**src/hdl/mevmidi_pkg.sv**
```systemverilog
// Shared types, codes and constants of the melody event to MIDI converter.
`default_nettype none
package mevmidi_pkg;

   localparam int NOTE_STORE_DEPTH_DEF = 6;
   localparam int MIDI_CHANNELS_DEF    = 16;

   localparam int MSG_MAX   = 9;
   localparam int MSG_LEN_W = 4;

   // event kinds
   localparam logic [1:0] CMD_NOTE   = 2'd0;
   localparam logic [1:0] CMD_TYPEB  = 2'd1;
   localparam logic [1:0] CLASS_CTRL = 2'd3;

   // type B identifiers
   localparam logic [7:0] EID_MVOL     = 8'hB0;
   localparam logic [3:0] EID_TEMPO_HI = 4'hC;
   localparam logic [7:0] EID_EOT      = 8'hDF;
   localparam logic [7:0] EID_PROG     = 8'hE0;
   localparam logic [7:0] EID_BANK     = 8'hE1;
   localparam logic [7:0] EID_VOL      = 8'hE2;
   localparam logic [7:0] EID_PAN      = 8'hE3;
   localparam logic [7:0] EID_BEND     = 8'hE4;
   localparam logic [7:0] EID_MOD      = 8'hEA;

   localparam logic [6:0]  KEY_BASE       = 7'd45;
   localparam logic [7:0]  NOTE_OFF_VEL   = 8'd64;
   localparam logic [25:0] TEMPO_DIVIDEND = 26'd60000000;
   localparam logic [23:0] TEMPO_MAX      = 24'hFFFFFF;
   localparam logic [27:0] DELTA_MAX      = 28'hFFFFFFF;

   // register indexes
   localparam logic REG_CHANNEL_OFFSET = 1'b0;

   typedef struct packed {
      logic [1:0] cmd;
      logic       track_start;
      logic [7:0] delta_time;
      logic [1:0] channel;
      logic [5:0] note_key;
      logic [7:0] gate_time;
      logic [5:0] velocity;
      logic [1:0] octave_shift;
      logic [7:0] event_id;
      logic [7:0] event_data;
   } req_type;

   typedef struct packed {
      logic [7:0] midi_byte;
      logic       last;
      logic       note_dropped;
   } rsp_type;

   typedef struct packed {
      logic load;
      logic advance;
      logic scan_start;
      logic scan_step;
      logic off_prep;
      logic ev_prep;
      logic emit_delta;
      logic emit_msg;
      logic remove;
      logic finish;
   } ctl_cmd_type;

   typedef struct packed {
      logic scan_done;
      logic found;
      logic div_busy;
      logic emit;
      logic push_ok;
      logic delta_last;
      logic msg_last;
      logic hold_empty;
   } ctl_sts_type;

endpackage
`default_nettype wire

```
**src/hdl/mevmidi_ctrl.sv**
```systemverilog
// Sequencer for the converter: scan, note-off emission and event emission.
`default_nettype none
module mevmidi_ctrl (
   input  wire logic                      clock,
   input  wire logic                      reset,
   input  wire logic                      req_valid,
   output logic                           req_ready,
   input  wire mevmidi_pkg::ctl_sts_type  sts,
   output mevmidi_pkg::ctl_cmd_type       cmd
);

   localparam logic [3:0] S_IDLE  = 4'd0;
   localparam logic [3:0] S_ADV   = 4'd1;
   localparam logic [3:0] S_SCAN0 = 4'd2;
   localparam logic [3:0] S_SCAN  = 4'd3;
   localparam logic [3:0] S_OFFP  = 4'd4;
   localparam logic [3:0] S_DELTA = 4'd5;
   localparam logic [3:0] S_MSG   = 4'd6;
   localparam logic [3:0] S_REM   = 4'd7;
   localparam logic [3:0] S_WAIT  = 4'd8;
   localparam logic [3:0] S_EVP   = 4'd9;
   localparam logic [3:0] S_EVC   = 4'd10;
   localparam logic [3:0] S_FIN   = 4'd11;

   logic [3:0] state_ff, state_in;
   logic       off_ff, off_in;

   assign req_ready = (state_ff == S_IDLE);

   always_comb begin
      state_in = state_ff;
      off_in   = off_ff;
      cmd      = '0;
      case (state_ff)
         S_IDLE: begin
            if (req_valid) begin
               cmd.load = 1'b1;
               state_in = S_ADV;
            end
         end
         S_ADV: begin
            cmd.advance = 1'b1;
            state_in    = S_SCAN0;
         end
         S_SCAN0: begin
            cmd.scan_start = 1'b1;
            state_in       = S_SCAN;
         end
         S_SCAN: begin
            if (sts.scan_done) begin
               state_in = sts.found ? S_OFFP : S_WAIT;
            end else begin
               cmd.scan_step = 1'b1;
            end
         end
         S_OFFP: begin
            cmd.off_prep = 1'b1;
            off_in       = 1'b1;
            state_in     = S_DELTA;
         end
         S_DELTA: begin
            cmd.emit_delta = 1'b1;
            if (sts.push_ok && sts.delta_last) state_in = S_MSG;
         end
         S_MSG: begin
            cmd.emit_msg = 1'b1;
            if (sts.push_ok && sts.msg_last) state_in = off_ff ? S_REM : S_FIN;
         end
         S_REM: begin
            cmd.remove = 1'b1;
            state_in   = S_SCAN0;
         end
         S_WAIT: begin
            if (!sts.div_busy) state_in = S_EVP;
         end
         S_EVP: begin
            cmd.ev_prep = 1'b1;
            off_in      = 1'b0;
            state_in    = S_EVC;
         end
         S_EVC: begin
            state_in = sts.emit ? S_DELTA : S_FIN;
         end
         S_FIN: begin
            cmd.finish = 1'b1;
            if (sts.push_ok) state_in = S_IDLE;
         end
         default: begin
            state_in = S_IDLE;
         end
      endcase
   end

   always_ff @(posedge clock) begin
      if (reset) begin
         state_ff <= S_IDLE;
         off_ff   <= 1'b0;
      end else begin
         state_ff <= state_in;
         off_ff   <= off_in;
      end
   end

`ifndef SYNTHESIS
   a_idle_hold_empty: assert property (@(posedge clock) disable iff (reset)
      state_ff == S_IDLE |-> sts.hold_empty)
      else $error("byte left in hold while idle");
   a_fin_to_idle: assert property (@(posedge clock) disable iff (reset)
      (state_ff == S_FIN && sts.push_ok) |=> state_ff == S_IDLE)
      else $error("finish did not return to idle");
   a_state_legal: assert property (@(posedge clock) disable iff (reset)
      state_ff <= S_FIN)
      else $error("sequencer in an unknown state");
`endif

endmodule
`default_nettype wire

```
**src/hdl/mevmidi_dp.sv**
```systemverilog
// Datapath: time and delta state, note store, bank store, tempo divider, byte output.
`default_nettype none
module mevmidi_dp #(
   parameter int NOTE_STORE_DEPTH = mevmidi_pkg::NOTE_STORE_DEPTH_DEF,
   parameter int MIDI_CHANNELS    = mevmidi_pkg::MIDI_CHANNELS_DEF
) (
   input  wire logic                      clock,
   input  wire logic                      reset,
   input  wire mevmidi_pkg::req_type      req_data,
   input  wire logic [3:0]                chan_offset,
   input  wire mevmidi_pkg::ctl_cmd_type  cmd,
   output mevmidi_pkg::ctl_sts_type       sts,
   output logic                           rsp_valid,
   input  wire logic                      rsp_ready,
   output mevmidi_pkg::rsp_type           rsp_data
);

   localparam int CNTW = $clog2(NOTE_STORE_DEPTH + 1);
   localparam int IDXW = (NOTE_STORE_DEPTH > 1) ? $clog2(NOTE_STORE_DEPTH) : 1;
   localparam int CHW  = $clog2(MIDI_CHANNELS);

   mevmidi_pkg::req_type item_ff;

   logic [31:0] abs_ff;
   logic [27:0] pend_ff;
   logic [5:0]  bank_ff [MIDI_CHANNELS];
   logic [3:0]  pn_chan_ff [NOTE_STORE_DEPTH];
   logic [6:0]  pn_key_ff  [NOTE_STORE_DEPTH];
   logic [31:0] pn_gate_ff [NOTE_STORE_DEPTH];
   logic [CNTW-1:0] count_ff;

   logic [CNTW-1:0] idx_ff;
   logic [IDXW-1:0] best_ff;
   logic            found_ff;
   logic [31:0]     best_gate_ff;
   logic [3:0]      best_chan_ff;
   logic [6:0]      best_key_ff;

   logic [27:0]          dv_ff;
   logic [7:0]           msg_ff [mevmidi_pkg::MSG_MAX];
   logic [mevmidi_pkg::MSG_LEN_W-1:0] len_ff, pos_ff;
   logic [1:0]           grp_ff;
   logic                 emit_ff;
   logic                 dropped_ff;

   logic        busy_ff;
   logic [4:0]  dcnt_ff;
   logic [7:0]  rem_ff;
   logic [25:0] quo_ff;

   logic        hold_v_ff, out_v_ff;
   logic [7:0]  hold_byte_ff;
   logic        hold_drop_ff;
   mevmidi_pkg::rsp_type out_ff;

   // event decode
   logic        is_ctrl, is_tempo, is_note;
   logic [3:0]  mch, dch;
   logic [5:0]  low6;
   logic        dch_ok;
   logic [5:0]  bank_rd;
   logic [6:0]  key;
   logic [23:0] tempo;

   assign is_note  = (item_ff.cmd == mevmidi_pkg::CMD_NOTE);
   assign is_ctrl  = (item_ff.cmd == mevmidi_pkg::CMD_TYPEB) &&
                     (item_ff.channel == mevmidi_pkg::CLASS_CTRL);
   assign is_tempo = is_ctrl &&
                     (item_ff.event_id[7:4] == mevmidi_pkg::EID_TEMPO_HI);
   assign mch    = chan_offset + {2'b00, item_ff.channel};
   assign dch    = chan_offset + {2'b00, item_ff.event_data[7:6]};
   assign low6   = item_ff.event_data[5:0];
   assign dch_ok = ({1'b0, dch} < 5'(MIDI_CHANNELS));
   assign bank_rd = dch_ok ? bank_ff[dch[CHW-1:0]] : 6'd0;
   assign tempo  = (item_ff.event_data == 8'd0 || quo_ff > 26'(mevmidi_pkg::TEMPO_MAX)) ?
                   mevmidi_pkg::TEMPO_MAX : quo_ff[23:0];

   always_comb begin
      key = {1'b0, item_ff.note_key} + mevmidi_pkg::KEY_BASE;
      case (item_ff.octave_shift)
         2'd1:    key = key + 7'd12;
         2'd2:    key = key - 7'd24;
         2'd3:    key = key - 7'd12;
         default: key = key;
      endcase
   end

   // event message build
   logic [7:0] ev_msg [mevmidi_pkg::MSG_MAX];
   logic [mevmidi_pkg::MSG_LEN_W-1:0] ev_len;
   logic       ev_emit;
   logic [5:0] bank_val;

   always_comb begin
      for (int i = 0; i < mevmidi_pkg::MSG_MAX; i++) ev_msg[i] = 8'h00;
      ev_len   = '0;
      ev_emit  = 1'b0;
      bank_val = low6;
      if (low6 == 6'd2 || low6 == 6'd3 || low6 == 6'h3F) bank_val = 6'd0;
      if (is_note) begin
         ev_emit = 1'b1; ev_len = 4'd3;
         ev_msg[0] = {4'h9, mch};
         ev_msg[1] = {1'b0, key};
         ev_msg[2] = {1'b0, item_ff.velocity, 1'b0};
      end else if (is_ctrl) begin
         if (item_ff.event_id == mevmidi_pkg::EID_MVOL) begin
            ev_emit = 1'b1; ev_len = 4'd9;
            ev_msg[0] = 8'hF0; ev_msg[1] = 8'h07; ev_msg[2] = 8'h7F;
            ev_msg[3] = 8'h7F; ev_msg[4] = 8'h04; ev_msg[5] = 8'h01;
            ev_msg[6] = 8'h00; ev_msg[7] = item_ff.event_data; ev_msg[8] = 8'hF7;
         end else if (item_ff.event_id[7:4] == mevmidi_pkg::EID_TEMPO_HI) begin
            ev_emit = 1'b1; ev_len = 4'd6;
            ev_msg[0] = 8'hFF; ev_msg[1] = 8'h51; ev_msg[2] = 8'h03;
            ev_msg[3] = tempo[23:16]; ev_msg[4] = tempo[15:8]; ev_msg[5] = tempo[7:0];
         end else if (item_ff.event_id == mevmidi_pkg::EID_EOT) begin
            ev_emit = 1'b1; ev_len = 4'd3;
            ev_msg[0] = 8'hFF; ev_msg[1] = 8'h2F; ev_msg[2] = 8'h00;
         end else if (item_ff.event_id == mevmidi_pkg::EID_PROG) begin
            ev_emit = 1'b1; ev_len = 4'd2;
            ev_msg[0] = {4'hC, dch};
            ev_msg[1] = {1'b0, (bank_rd == 6'd3), low6};
         end else if (item_ff.event_id == mevmidi_pkg::EID_BANK) begin
            ev_emit = 1'b1; ev_len = 4'd3;
            ev_msg[0] = {4'hB, dch}; ev_msg[1] = 8'h00; ev_msg[2] = {2'b00, bank_val};
         end else if (item_ff.event_id == mevmidi_pkg::EID_VOL) begin
            ev_emit = 1'b1; ev_len = 4'd3;
            ev_msg[0] = {4'hB, dch}; ev_msg[1] = 8'h07; ev_msg[2] = {1'b0, low6, 1'b0};
         end else if (item_ff.event_id == mevmidi_pkg::EID_PAN) begin
            ev_emit = 1'b1; ev_len = 4'd3;
            ev_msg[0] = {4'hB, dch}; ev_msg[1] = 8'h0A; ev_msg[2] = {1'b0, low6, 1'b0};
         end else if (item_ff.event_id == mevmidi_pkg::EID_BEND) begin
            ev_emit = 1'b1; ev_len = 4'd3;
            ev_msg[0] = {4'hE, dch}; ev_msg[1] = {1'b0, low6, 1'b0}; ev_msg[2] = 8'h00;
         end else if (item_ff.event_id == mevmidi_pkg::EID_MOD) begin
            ev_emit = 1'b1; ev_len = 4'd3;
            ev_msg[0] = {4'hB, dch}; ev_msg[1] = 8'h01; ev_msg[2] = {1'b0, low6, 1'b0};
         end
      end
   end

   // note-off timing
   logic [31:0] lag_full;
   logic [27:0] lag;
   assign lag_full = abs_ff - best_gate_ff;
   assign lag      = (lag_full > {4'h0, pend_ff}) ? pend_ff : lag_full[27:0];

   function automatic logic [1:0] groups_m1(input logic [27:0] v);
      logic [1:0] g;
      g = 2'd0;
      if (v >= 28'h80)     g = 2'd1;
      if (v >= 28'h4000)   g = 2'd2;
      if (v >= 28'h200000) g = 2'd3;
      return g;
   endfunction

   // advance sums, taken from the held request
   logic [31:0] abs_base;
   logic [28:0] pend_sum;
   assign abs_base = item_ff.track_start ? 32'd0 : abs_ff;
   assign pend_sum = (item_ff.track_start ? 29'd0 : {1'b0, pend_ff}) +
                     {21'd0, item_ff.delta_time};

   // scan entry
   logic [IDXW-1:0] sidx;
   logic            sdue;
   assign sidx = idx_ff[IDXW-1:0];
   assign sdue = (pn_gate_ff[sidx] <= abs_ff) &&
                 (!found_ff || pn_gate_ff[sidx] < best_gate_ff);

   // divider step
   logic [8:0] div_rs;
   assign div_rs = {rem_ff, mevmidi_pkg::TEMPO_DIVIDEND[dcnt_ff]};

   // byte output
   logic       out_free, push_ok, push, move;
   logic [7:0] delta_byte, push_byte;
   assign out_free = !out_v_ff || rsp_ready;
   assign push_ok  = !hold_v_ff || out_free;
   assign push     = (cmd.emit_delta || cmd.emit_msg) && push_ok;
   assign move     = hold_v_ff && out_free && (push || cmd.finish);

   always_comb begin
      case (grp_ff)
         2'd0:    delta_byte = {1'b0, dv_ff[6:0]};
         2'd1:    delta_byte = {1'b1, dv_ff[13:7]};
         2'd2:    delta_byte = {1'b1, dv_ff[20:14]};
         default: delta_byte = {1'b1, dv_ff[27:21]};
      endcase
   end
   assign push_byte = cmd.emit_delta ? delta_byte : msg_ff[pos_ff];

   always_ff @(posedge clock) begin
      if (cmd.load) item_ff <= req_data;

      if (cmd.scan_step && sdue) begin
         best_ff      <= sidx;
         best_gate_ff <= pn_gate_ff[sidx];
         best_chan_ff <= pn_chan_ff[sidx];
         best_key_ff  <= pn_key_ff[sidx];
      end

      if (cmd.off_prep) begin
         dv_ff     <= pend_ff - lag;
         grp_ff    <= groups_m1(pend_ff - lag);
         pos_ff    <= '0;
         len_ff    <= 4'd3;
         msg_ff[0] <= {4'h8, best_chan_ff};
         msg_ff[1] <= {1'b0, best_key_ff};
         msg_ff[2] <= mevmidi_pkg::NOTE_OFF_VEL;
      end else if (cmd.ev_prep) begin
         dv_ff  <= pend_ff;
         grp_ff <= groups_m1(pend_ff);
         pos_ff <= '0;
         len_ff <= ev_len;
         for (int i = 0; i < mevmidi_pkg::MSG_MAX; i++) msg_ff[i] <= ev_msg[i];
      end else begin
         if (cmd.emit_delta && push_ok) grp_ff <= grp_ff - 2'd1;
         if (cmd.emit_msg && push_ok) pos_ff <= pos_ff + 4'd1;
      end

      if (cmd.ev_prep && is_note && count_ff < CNTW'(NOTE_STORE_DEPTH)) begin
         pn_chan_ff[count_ff[IDXW-1:0]] <= mch;
         pn_key_ff[count_ff[IDXW-1:0]]  <= key;
         pn_gate_ff[count_ff[IDXW-1:0]] <= abs_ff + {24'd0, item_ff.gate_time};
      end
      if (cmd.remove) begin
         for (int i = 0; i < NOTE_STORE_DEPTH - 1; i++) begin
            if (CNTW'(i) >= CNTW'(best_ff) && CNTW'(i + 1) < count_ff) begin
               pn_chan_ff[i] <= pn_chan_ff[i + 1];
               pn_key_ff[i]  <= pn_key_ff[i + 1];
               pn_gate_ff[i] <= pn_gate_ff[i + 1];
            end
         end
      end

      if (cmd.advance) begin
         dcnt_ff <= 5'd25;
         rem_ff  <= 8'd0;
         quo_ff  <= '0;
      end else if (busy_ff) begin
         dcnt_ff <= dcnt_ff - 5'd1;
         if (div_rs >= {1'b0, item_ff.event_data}) begin
            rem_ff <= 8'(div_rs - {1'b0, item_ff.event_data});
            quo_ff <= {quo_ff[24:0], 1'b1};
         end else begin
            rem_ff <= div_rs[7:0];
            quo_ff <= {quo_ff[24:0], 1'b0};
         end
      end

      if (push) begin
         hold_byte_ff <= push_byte;
         hold_drop_ff <= dropped_ff;
      end
      if (move) begin
         out_ff.midi_byte    <= hold_byte_ff;
         out_ff.note_dropped <= hold_drop_ff;
         out_ff.last         <= cmd.finish;
      end
   end

   always_ff @(posedge clock) begin
      if (reset) begin
         abs_ff     <= '0;
         pend_ff    <= '0;
         count_ff   <= '0;
         for (int i = 0; i < MIDI_CHANNELS; i++) bank_ff[i] <= '0;
         idx_ff     <= '0;
         found_ff   <= 1'b0;
         emit_ff    <= 1'b0;
         dropped_ff <= 1'b0;
         busy_ff    <= 1'b0;
         hold_v_ff  <= 1'b0;
         out_v_ff   <= 1'b0;
      end else begin
         if (cmd.load) dropped_ff <= 1'b0;
         if (cmd.advance) begin
            abs_ff  <= abs_base + {24'd0, item_ff.delta_time};
            pend_ff <= pend_sum[28] ? mevmidi_pkg::DELTA_MAX : pend_sum[27:0];
            busy_ff <= is_tempo;
            if (item_ff.track_start) begin
               count_ff <= '0;
               for (int i = 0; i < MIDI_CHANNELS; i++) bank_ff[i] <= '0;
            end
         end else if (busy_ff && dcnt_ff == 5'd0) begin
            busy_ff <= 1'b0;
         end
         if (cmd.scan_start) begin
            idx_ff   <= '0;
            found_ff <= 1'b0;
         end else if (cmd.scan_step) begin
            idx_ff <= idx_ff + CNTW'(1);
            if (sdue) found_ff <= 1'b1;
         end
         if (cmd.off_prep) pend_ff <= lag;
         if (cmd.remove) count_ff <= count_ff - CNTW'(1);
         if (cmd.ev_prep) begin
            emit_ff <= ev_emit;
            if (ev_emit) pend_ff <= '0;
            if (is_note) begin
               if (count_ff < CNTW'(NOTE_STORE_DEPTH)) count_ff <= count_ff + CNTW'(1);
               else dropped_ff <= 1'b1;
            end
            if (is_ctrl && item_ff.event_id == mevmidi_pkg::EID_BANK && dch_ok)
               bank_ff[dch[CHW-1:0]] <= low6;
         end
         if (push) hold_v_ff <= 1'b1;
         else if (move) hold_v_ff <= 1'b0;
         if (move) out_v_ff <= 1'b1;
         else if (rsp_ready) out_v_ff <= 1'b0;
      end
   end

   assign sts.scan_done  = (idx_ff == count_ff);
   assign sts.found      = found_ff;
   assign sts.div_busy   = busy_ff;
   assign sts.emit       = emit_ff;
   assign sts.push_ok    = push_ok;
   assign sts.delta_last = (grp_ff == 2'd0);
   assign sts.msg_last   = (pos_ff == len_ff - 4'd1);
   assign sts.hold_empty = !hold_v_ff;

   assign rsp_valid = out_v_ff;
   assign rsp_data  = out_ff;

`ifndef SYNTHESIS
   a_count_bound: assert property (@(posedge clock) disable iff (reset)
      count_ff <= CNTW'(NOTE_STORE_DEPTH))
      else $error("note store count over depth");
   a_best_valid: assert property (@(posedge clock) disable iff (reset)
      (cmd.off_prep) |-> (found_ff && CNTW'(best_ff) < count_ff))
      else $error("note-off taken from an empty slot");
   a_div_end: assert property (@(posedge clock) disable iff (reset)
      $fell(busy_ff) |-> $past(dcnt_ff == 5'd0) || $past(cmd.advance))
      else $error("divider stopped early");
`endif

endmodule
`default_nettype wire

```
**src/hdl/melody_event_to_midi_converter_top.sv**
```systemverilog
// Top level of the melody event to MIDI track byte converter.
//
//   port group   role            handshake
//   req_*        event in        req_valid / req_ready
//   rsp_*        MIDI byte out   rsp_valid / rsp_ready
//   p* (APB)     channel_offset  psel, penable, pwrite, pready (always high)
//
// One request runs a gate-time scan over the stored notes, then emits its
// bytes; each note-off that falls due adds a rescan of the stored notes plus
// its bytes. A tempo event waits on a bit-serial divider that starts
// alongside the scan.
// Synchronous active-high reset clears time, delta, banks and the note store.
// A stalled rsp side holds one byte in the output register and one in the
// hold stage; further bytes stall the sequencer.
`default_nettype none
module melody_event_to_midi_converter_top #(
   parameter int NOTE_STORE_DEPTH = mevmidi_pkg::NOTE_STORE_DEPTH_DEF,
   parameter int MIDI_CHANNELS    = mevmidi_pkg::MIDI_CHANNELS_DEF
) (
   input  wire logic                  clock,
   input  wire logic                  reset,
   input  wire logic                  req_valid,
   output logic                       req_ready,
   input  wire mevmidi_pkg::req_type  req_data,
   output logic                       rsp_valid,
   input  wire logic                  rsp_ready,
   output mevmidi_pkg::rsp_type       rsp_data,
   input  wire logic                  psel,
   input  wire logic                  penable,
   input  wire logic                  pwrite,
   input  wire logic [2:0]            paddr,
   input  wire logic [31:0]           pwdata,
   output logic [31:0]                prdata,
   output logic                       pready
);

   mevmidi_pkg::ctl_cmd_type cmd;
   mevmidi_pkg::ctl_sts_type sts;

   logic [3:0] chan_offset_ff;

   // register access: word 0 holds channel_offset
   assign pready = 1'b1;
   assign prdata = (paddr[2] == mevmidi_pkg::REG_CHANNEL_OFFSET) ?
                   {28'd0, chan_offset_ff} : 32'd0;

   always_ff @(posedge clock) begin
      if (reset) begin
         chan_offset_ff <= 4'd0;
      end else if (psel && penable && pwrite &&
                   paddr[2] == mevmidi_pkg::REG_CHANNEL_OFFSET) begin
         chan_offset_ff <= pwdata[3:0];
      end
   end

   mevmidi_ctrl u_ctrl (
      .clock     (clock),
      .reset     (reset),
      .req_valid (req_valid),
      .req_ready (req_ready),
      .sts       (sts),
      .cmd       (cmd)
   );

   mevmidi_dp #(
      .NOTE_STORE_DEPTH (NOTE_STORE_DEPTH),
      .MIDI_CHANNELS    (MIDI_CHANNELS)
   ) u_dp (
      .clock       (clock),
      .reset       (reset),
      .req_data    (req_data),
      .chan_offset (chan_offset_ff),
      .cmd         (cmd),
      .sts         (sts),
      .rsp_valid   (rsp_valid),
      .rsp_ready   (rsp_ready),
      .rsp_data    (rsp_data)
   );

endmodule
`default_nettype wire
```
**config.mk**
```make
export PLATFORM = sky130hd
export DESIGN_NAME = melody_event_to_midi_converter_top
export DESIGN_NICKNAME = d
export VERILOG_FILES = /design/src/hdl/mevmidi_pkg.sv /design/src/hdl/mevmidi_ctrl.sv /design/src/hdl/mevmidi_dp.sv /design/src/hdl/melody_event_to_midi_converter_top.sv
export SDC_FILE = /design/constraint.sdc
export NUM_CORES = 2
export LEC_CHECK = 0
export BUFFER_PORTS_ARGS = -buffer_cell sky130_fd_sc_hd__buf_2
export CAP_MARGIN = 0
export CORE_ASPECT_RATIO = 0.8
export CORE_UTILIZATION = 45
export CTS_BUF_LIST = sky130_fd_sc_hd__clkbuf_8 sky130_fd_sc_hd__clkbuf_16
export DETAILED_ROUTE_END_ITERATION = 8
export HOLD_SLACK_MARGIN = 0.1
export PLACE_DENSITY = 0.67
export SLEW_MARGIN = 0
export SYNTH_ARGS = -nofsm -noshare
export SYNTH_HDL_FRONTEND = slang
export SYNTH_SLANG_ARGS = --single-unit
```
**constraint.sdc**
```tcl
create_clock -name clock -period 10.1 [get_ports clock]
set_input_delay 2.02 -clock clock [delete_from_list [all_inputs] [get_ports clock]]
set_output_delay 2.02 -clock clock [all_outputs]
set_load 0.01 [all_outputs]
```
### After elaboration in Yosys (flattened, before gate mapping)

Memories as Yosys holds them, arrays and structs flattened. A register that Yosys moved wholly into a read port is not among the register bits.
Index checks and enable logic that the tools add are counted.

* add/sub/neg operators: 19
* magnitude comparators: 23
* equal/unequal tests: 39
* muxes and demuxes: 173
* bitwise gates (word level): 20
* reduce and logical (&&, ||, !) cells: 54

Operator list (count)
* $mux W28: 9
* $mux W24: 10
* $mux W6: 18
* $mux W4: 24
* $mux W48: 2
* $mux W1: 73
* $mux W72: 1
* $add A32 B8 Y32: 2
* $eq A8 B8 Y1 const B: 8
* $mux W32: 2
* $ge A28 B15 Y1 const B: 2
* $ge A28 B22 Y1 const B: 2
* $ge A28 B8 Y1 const B: 2
* $mux W8: 6
* $pmux W4 S11: 1
* $mux W3: 11
* $gt A32 B28 Y1: 1
* $le A32 B32 Y1: 1
* $lt A32 B32 Y1: 1
* $mux W16: 2
* $reduce_or A32 Y1: 1
* $sub A32 B32 Y32: 1
* $add A29 B8 Y29: 1
* $sub A28 B28 Y28: 1
* other kinds (57): 146

* bits in registers: 263
* RAM bits: 426
* ROM bits: 32
* input bits: 93
* output and inout bits: 45
* memories kept: 6

Memory list
* u_dp.pn_gate_ff: depth 6, width 32, rd ports 6, clocked after Yosys merged registers in 1, wr ports 5, RTL line mevmidi_dp.sv:29 `logic [31:0] pn_gate_ff [NOTE_STORE_DEPTH];`
* u_dp.bank_ff: depth 16, width 6, rd ports 1, clocked after Yosys merged registers in 0, wr ports 16, RTL line mevmidi_dp.sv:26 `logic [5:0] bank_ff [MIDI_CHANNELS];`
* u_dp.msg_ff: depth 9, width 8, rd ports 1, clocked after Yosys merged registers in 1, wr ports 9, RTL line mevmidi_dp.sv:40 `logic [7:0] msg_ff [mevmidi_pkg::MSG_MAX];`
* u_dp.pn_key_ff: depth 6, width 7, rd ports 6, clocked after Yosys merged registers in 1, wr ports 5, RTL line mevmidi_dp.sv:28 `logic [6:0] pn_key_ff [NOTE_STORE_DEPTH];`
* (name not given): depth 32, width 1, rd ports 1, clocked after Yosys merged registers in 1, wr ports 0, RTL line mevmidi_dp.sv:172 `assign div_rs = {rem_ff, mevmidi_pkg::TEMPO_DIVIDEND[dcnt_ff]};`
* u_dp.pn_chan_ff: depth 6, width 4, rd ports 6, clocked after Yosys merged registers in 1, wr ports 5, RTL line mevmidi_dp.sv:27 `logic [3:0] pn_chan_ff [NOTE_STORE_DEPTH];`

### Depth between registers and ports, before layout

* depth after elaboration: 14
* gate-level depth with buffers: 35

### By module

A second synthesis with hierarchy kept.

* cells, all modules: 3826
* area, all modules: 42290.6 sq um

Modules (own cells, without submodules)
* mevmidi_dp: instances 1, cells each 3707, area each 41338.4 sq um, seq. area each 21790.9 sq um
* mevmidi_ctrl: instances 1, cells each 66, area each 500.5 sq um, seq. area each 100.1 sq um
* melody_event_to_midi_converter_top: instances 1, cells each 53, area each 451.7 sq um, seq. area each 80.1 sq um

### Worst setup path after synthesis

Ideal clock, no wire load.

* path kind: reg2reg
* from: reg u_dp.best_gate_ff[8], read port of u_dp.pn_gate_ff
* to: reg u_dp.grp_ff[1], data pin
* setup time: 268 ps
* data arrival time: 6799 ps
* data required time: 9832 ps
* path slack: 3033 ps
* cell stages (with the launch flop): 36
* buffers on the path: 2
* clock period less this slack: 7067 ps
* cells stage by stage: edfxtp_1 inv_1 ha_1 buf_2 a21o_1 a31oi_1 o211a_1 a21oi_1 a21o_1 a21o_1 and4_1 or3_1 ha_1 nand4_1 nor4_1 nand4_1 mux2_2 o21ai_0 o221ai_1 nor4_4 buf_4 nor2_1 a21oi_1 ha_1 inv_1 fa_1 a211oi_1 o211ai_1 nand3_1 nand3_1 a211o_1 a21oi_1 xor2_1 nand4_1 nor4_1 o21ai_0

* word-level cells in the longest chain between the ends: 8
* elaborated cells on any way between the ends: 9
* those cells by class: add/sub (2); order compare (3); mux (4)

Ends and longest elaborated chain
* from (decl): RTL line mevmidi_dp.sv:35 `logic [31:0] best_gate_ff;`
* $sub A32 B32 Y32 *: RTL line mevmidi_dp.sv:144 `assign lag_full = abs_ff - best_gate_ff;`
* $gt A32 B28 Y1: RTL line mevmidi_dp.sv:145 `assign lag = (lag_full > {4'h0, pend_ff}) ? pend_ff : lag_full[27:0];`
* $mux W28 *: RTL line mevmidi_dp.sv:145
* $sub A28 B28 Y28 *: RTL line mevmidi_dp.sv:204 `grp_ff <= groups_m1(pend_ff - lag);`
* $ge A28 B15 Y1: RTL line mevmidi_dp.sv:151 `if (v >= 28'h4000) g = 2'd2;`
* $mux W2: RTL line mevmidi_dp.sv:151
* $mux W2 *: RTL line mevmidi_dp.sv:152 `if (v >= 28'h200000) g = 2'd3;`
* $mux W2 *: RTL line mevmidi_dp.sv:202 `if (cmd.off_prep) begin`
* to (signal assigned): RTL line mevmidi_dp.sv:204
* to (signal assigned): RTL line mevmidi_dp.sv:212 `grp_ff <= groups_m1(pend_ff);`
* to (signal assigned): RTL line mevmidi_dp.sv:217 `if (cmd.emit_delta && push_ok) grp_ff <= grp_ff - 2'd1;`
* to (decl): RTL line mevmidi_dp.sv:42 `logic [1:0] grp_ff;`

Mark *: on every way between the ends. The rest lies on a longest branch, timed or not.
A chain may end at the register's enable or synchronous reset.

### Worst setup path in the final report

* from: reg u_dp.abs_ff[0]
* to: reg u_dp.grp_ff[1], data pin

* word-level cells in the longest chain between the ends: 8
* elaborated cells on any way between the ends: 9
* those cells by class: add/sub (2); order compare (3); mux (4)

Ends and longest elaborated chain
* from (decl): RTL line mevmidi_dp.sv:24 `logic [31:0] abs_ff;`
* from (signal assigned): RTL line mevmidi_dp.sv:278 `abs_ff <= abs_base + {24'd0, item_ff.delta_time};`
* $sub A32 B32 Y32 *: RTL line mevmidi_dp.sv:144
* $gt A32 B28 Y1: RTL line mevmidi_dp.sv:145
* $mux W28 *: RTL line mevmidi_dp.sv:145
* $sub A28 B28 Y28 *: RTL line mevmidi_dp.sv:204
* $ge A28 B15 Y1: RTL line mevmidi_dp.sv:151
* $mux W2: RTL line mevmidi_dp.sv:151
* $mux W2 *: RTL line mevmidi_dp.sv:152
* $mux W2 *: RTL line mevmidi_dp.sv:202

Marked as above.

==> metrics.cfg <==
[worst_hold_path]
min_to = u_dp.rsp_data[8]
hp-class = register to register
whs_path_depth = 0
min-delay-start = u_dp.hold_byte_ff[6]

[clocking]
clockRootBuffer = clkbuf_16
path_clk_slew_ps = 60
cts_buffer_depth = 3
cts.sinks = 777
h-tree-depth = 3
cts_tree = done
insertion_delay_ps = 670
cts_made_buffers = 79
cts_resized = 0
cts_setup_buffers = 0
cts-hold-fix-buffers = 0

[floorplan]
start_util_pct = 45.5
coreArea_um2 = 91400
die_w_um = 342
num_rows = 99
ioPinCount = 138
die-height_um = 274
die_area_um2 = 93700

[timing]
period_minus_slack_ps = 8940
setup_ws_ps = 1160
setup_violations = 0
holdWs_ps = 419
rsz0062_at_grt = no
relSlewSlack_pct = 20.0
timing.fmax_ghz = 0.112
slew_violations = 0
tns_ps = 0
fin_skew_ps = 51.3
worst_pin_slew_ps = 1200
finalHoldViolCount = 0
period_share_pct = 88.5

[power]
clkPwrFrac_pct = 37.4
pwr-share-comb_pct = 14.9
pwr-share-seq_pct = 47.7
sw_frac_of_total_pct = 27.6
ir_worst_vdd_mv = 0.136
total_power_uw = 7830
powerDensity_nw_per_um2 = 170
leakagePower_uw = 0.0169
switchingPower_uw = 2160
p_int_uw = 5670

[worst_setup_path]
cp.required_ps = 10480
critPathArrivalTime_ps = 9320
cpMaxStageDelayCell = dfxtp_1
crit_fanout = 59
r2r_end = u_dp.grp_ff[1]
r2r_cells = 35
r2r_slack_ps = 1160
critical_path_class = register to register
r2r_start = u_dp.abs_ff[0]
crit_path_end_kind = register
startpoint_type = register
cpPeakStageDelay_ps = 620

[global_routing]
grt.total_usage_pct = 22.4
grt_pass1_vias = 27900
gr-total-overflow = 0
grt_pass1_wl_mm = 162
antenna_found_initial = 1
grt_max_degree = 65

[finish]
num_antenna_cells = 0
fillCellCount = 8188
multi_input_area_um2 = 18400
syn_to_final_growth_pct = 10.6
drive_gt1_share_pct = 11.1
nets = 4221
seqCellArea_um2 = 22000
final_cells = 5189

[synthesis]
ys_warn_count = 0
synth.top_cells.by_count = edfxtp_1 (641), nor2_1 (375), a21oi_1 (370), nand2_1 (330), o21ai_0 (261)
avgSynthCellArea_um2 = 10.9
synth.most_common_cell = edfxtp_1
ys.flop_type = edfxtp_1
synthCells = 3826
synth_area_um2 = 41600
yosysUniqueCellTypes = 88
synthTopCellsByArea = edfxtp_1 (46%), dfxtp_1 (6.5%), ha_1 (6.1%)
synth.top_cell.area_share_pct = 46.3
async_reset_ff_share_pct = 0
synth_edf_count = 641
yosysTopAreaCell = edfxtp_1
yosysSeqAreaShare_pct = 52.8
ys_seq_elements = 777

[route]
wl_per_cell_um = 20.5
vias = 30000
drc_errors = 2
postRouteAntennaNets = 0
drtIter0Drc = 3275
drt-total-wl_mm = 106
firstDrtPassIters = 7
vias_per_cell = 5.78

[placed_design]
gp_congestion = 0.922
placed_cells = 5047
place_hpwl_mm = 73.3
place_ws_ps = 1440
io_buffer_count = 78

[status]
status = finished, violations left
failed_checks = DRC

[job]
cap_viol_max_count = 0

==> kinds of logic after synthesis <==
group	synth area share (%)
AOI/OAI and AO/OA	13.4
and+or+nand+nor	12.2
DFF	52.8
muxes	7.63
buffers and inverters	4.34
other	0.0180
xor gates and xnor gates	3.07
adders and majority gates	6.54
==> critical path: cells and delay by family (launching register included) <==
family / cells / cell delay (ps)
adders and majority gates: 5 / 1550
and+or+nand+nor: 10 / 1650
DFF: 1 / 620
xor gates and xnor gates: 2 / 590
AOI/OAI and AO/OA: 15 / 3570
buffers and inverters: 3 / 690
==> area by class of cell <==
class | instances | share of cell area (%)
well taps | 1212 | 3.29
multi-input cells | 2720 | 40.0
inverters | 214 | 1.74
flip-flops and latches | 777 | 47.7
clock inverters | 54 | 1.10
repair buffers | 124 | 1.60
clock buffers | 88 | 4.56
==> worst max-delay path by stage <==
| stage | depth (start not counted) | from | end | slack [ps] |
|---|---|---|---|---|
| 6_report | 35 | u_dp.abs_ff[0] | u_dp.grp_ff[1] | 1160 |
| 3_3_place_gp | 35 | u_dp.abs_ff[0] | u_dp.grp_ff[1] | 1440 |
| 2_1_floorplan | 35 | u_dp.best_gate_ff[8] | u_dp.grp_ff[1] | 3030 |
| 5_1_grt | 35 | u_dp.abs_ff[0] | u_dp.grp_ff[1] | 420 |
| 4_1_cts | 35 | u_dp.abs_ff[0] | u_dp.grp_ff[1] | 1350 |
| 3_5_place_dp | 35 | u_dp.abs_ff[0] | u_dp.grp_ff[1] | 1440 |
==> through the flow <==
step	utilization (%)	instance area (um^2)
after floorplan	-	42000
after global placement	47.5	43400
after detailed placement	47.5	43400
after CTS	50.4	46000
after global routing	50.4	46000
final	50.4	46000
==> placed cells by master (no fill, tap or decap), types with 53 or more instances in the layout <==
cell | synthesis | layout
mux2_2 | 53 | 53
a21oi_1 | 370 | 368
nand2_1 | 330 | 329
dfxtp_1 | 136 | 132
nor2_1 | 375 | 374
xnor2_1 | 89 | 89
clkbuf_16 | 0 | 79
conb_1 | 2 | 115
inv_1 | 207 | 227
ha_1 | 203 | 203
edfxtp_1 | 641 | 641
nor3_1 | 140 | 136
buf_2 | 11 | 78
mux4_2 | 94 | 94
xor2_1 | 57 | 57
nand3_1 | 55 | 54
o21ai_0 | 261 | 258
==> power groups by stage <==
stage	combinational (uW)	sequential, uW	clock (uW)
final	1160	3730	2930
after global routing	1290	3750	3100
after CTS	1150	3730	2980
after detailed placement	1140	3800	0
after global placement	1120	3800	0
after floorplan	875	3740	0
==> per-layer routing <==
layer	up-vias	track usage (%)	share of wire (%)
met2	1105	32.2	42
met4	2	5.05	1.8
met3	145	5.48	9.3
met1	14600	33.8	47
li1	14100	-	-
met5	-	0	0.052
==> state kept, by name (all words and copies together) (netlist names), 32 cells and up, named ones only <==
name,flops
u_dp.pn_gate_ff,256
u_dp.best_gate_ff,32
u_dp.bank_ff,96
u_dp.pn_key_ff,56
u_dp.item_ff,51
u_dp.msg_ff,55
u_dp.pn_chan_ff,32
u_dp.abs_ff,32
Power figures use the tool's default switching activity.
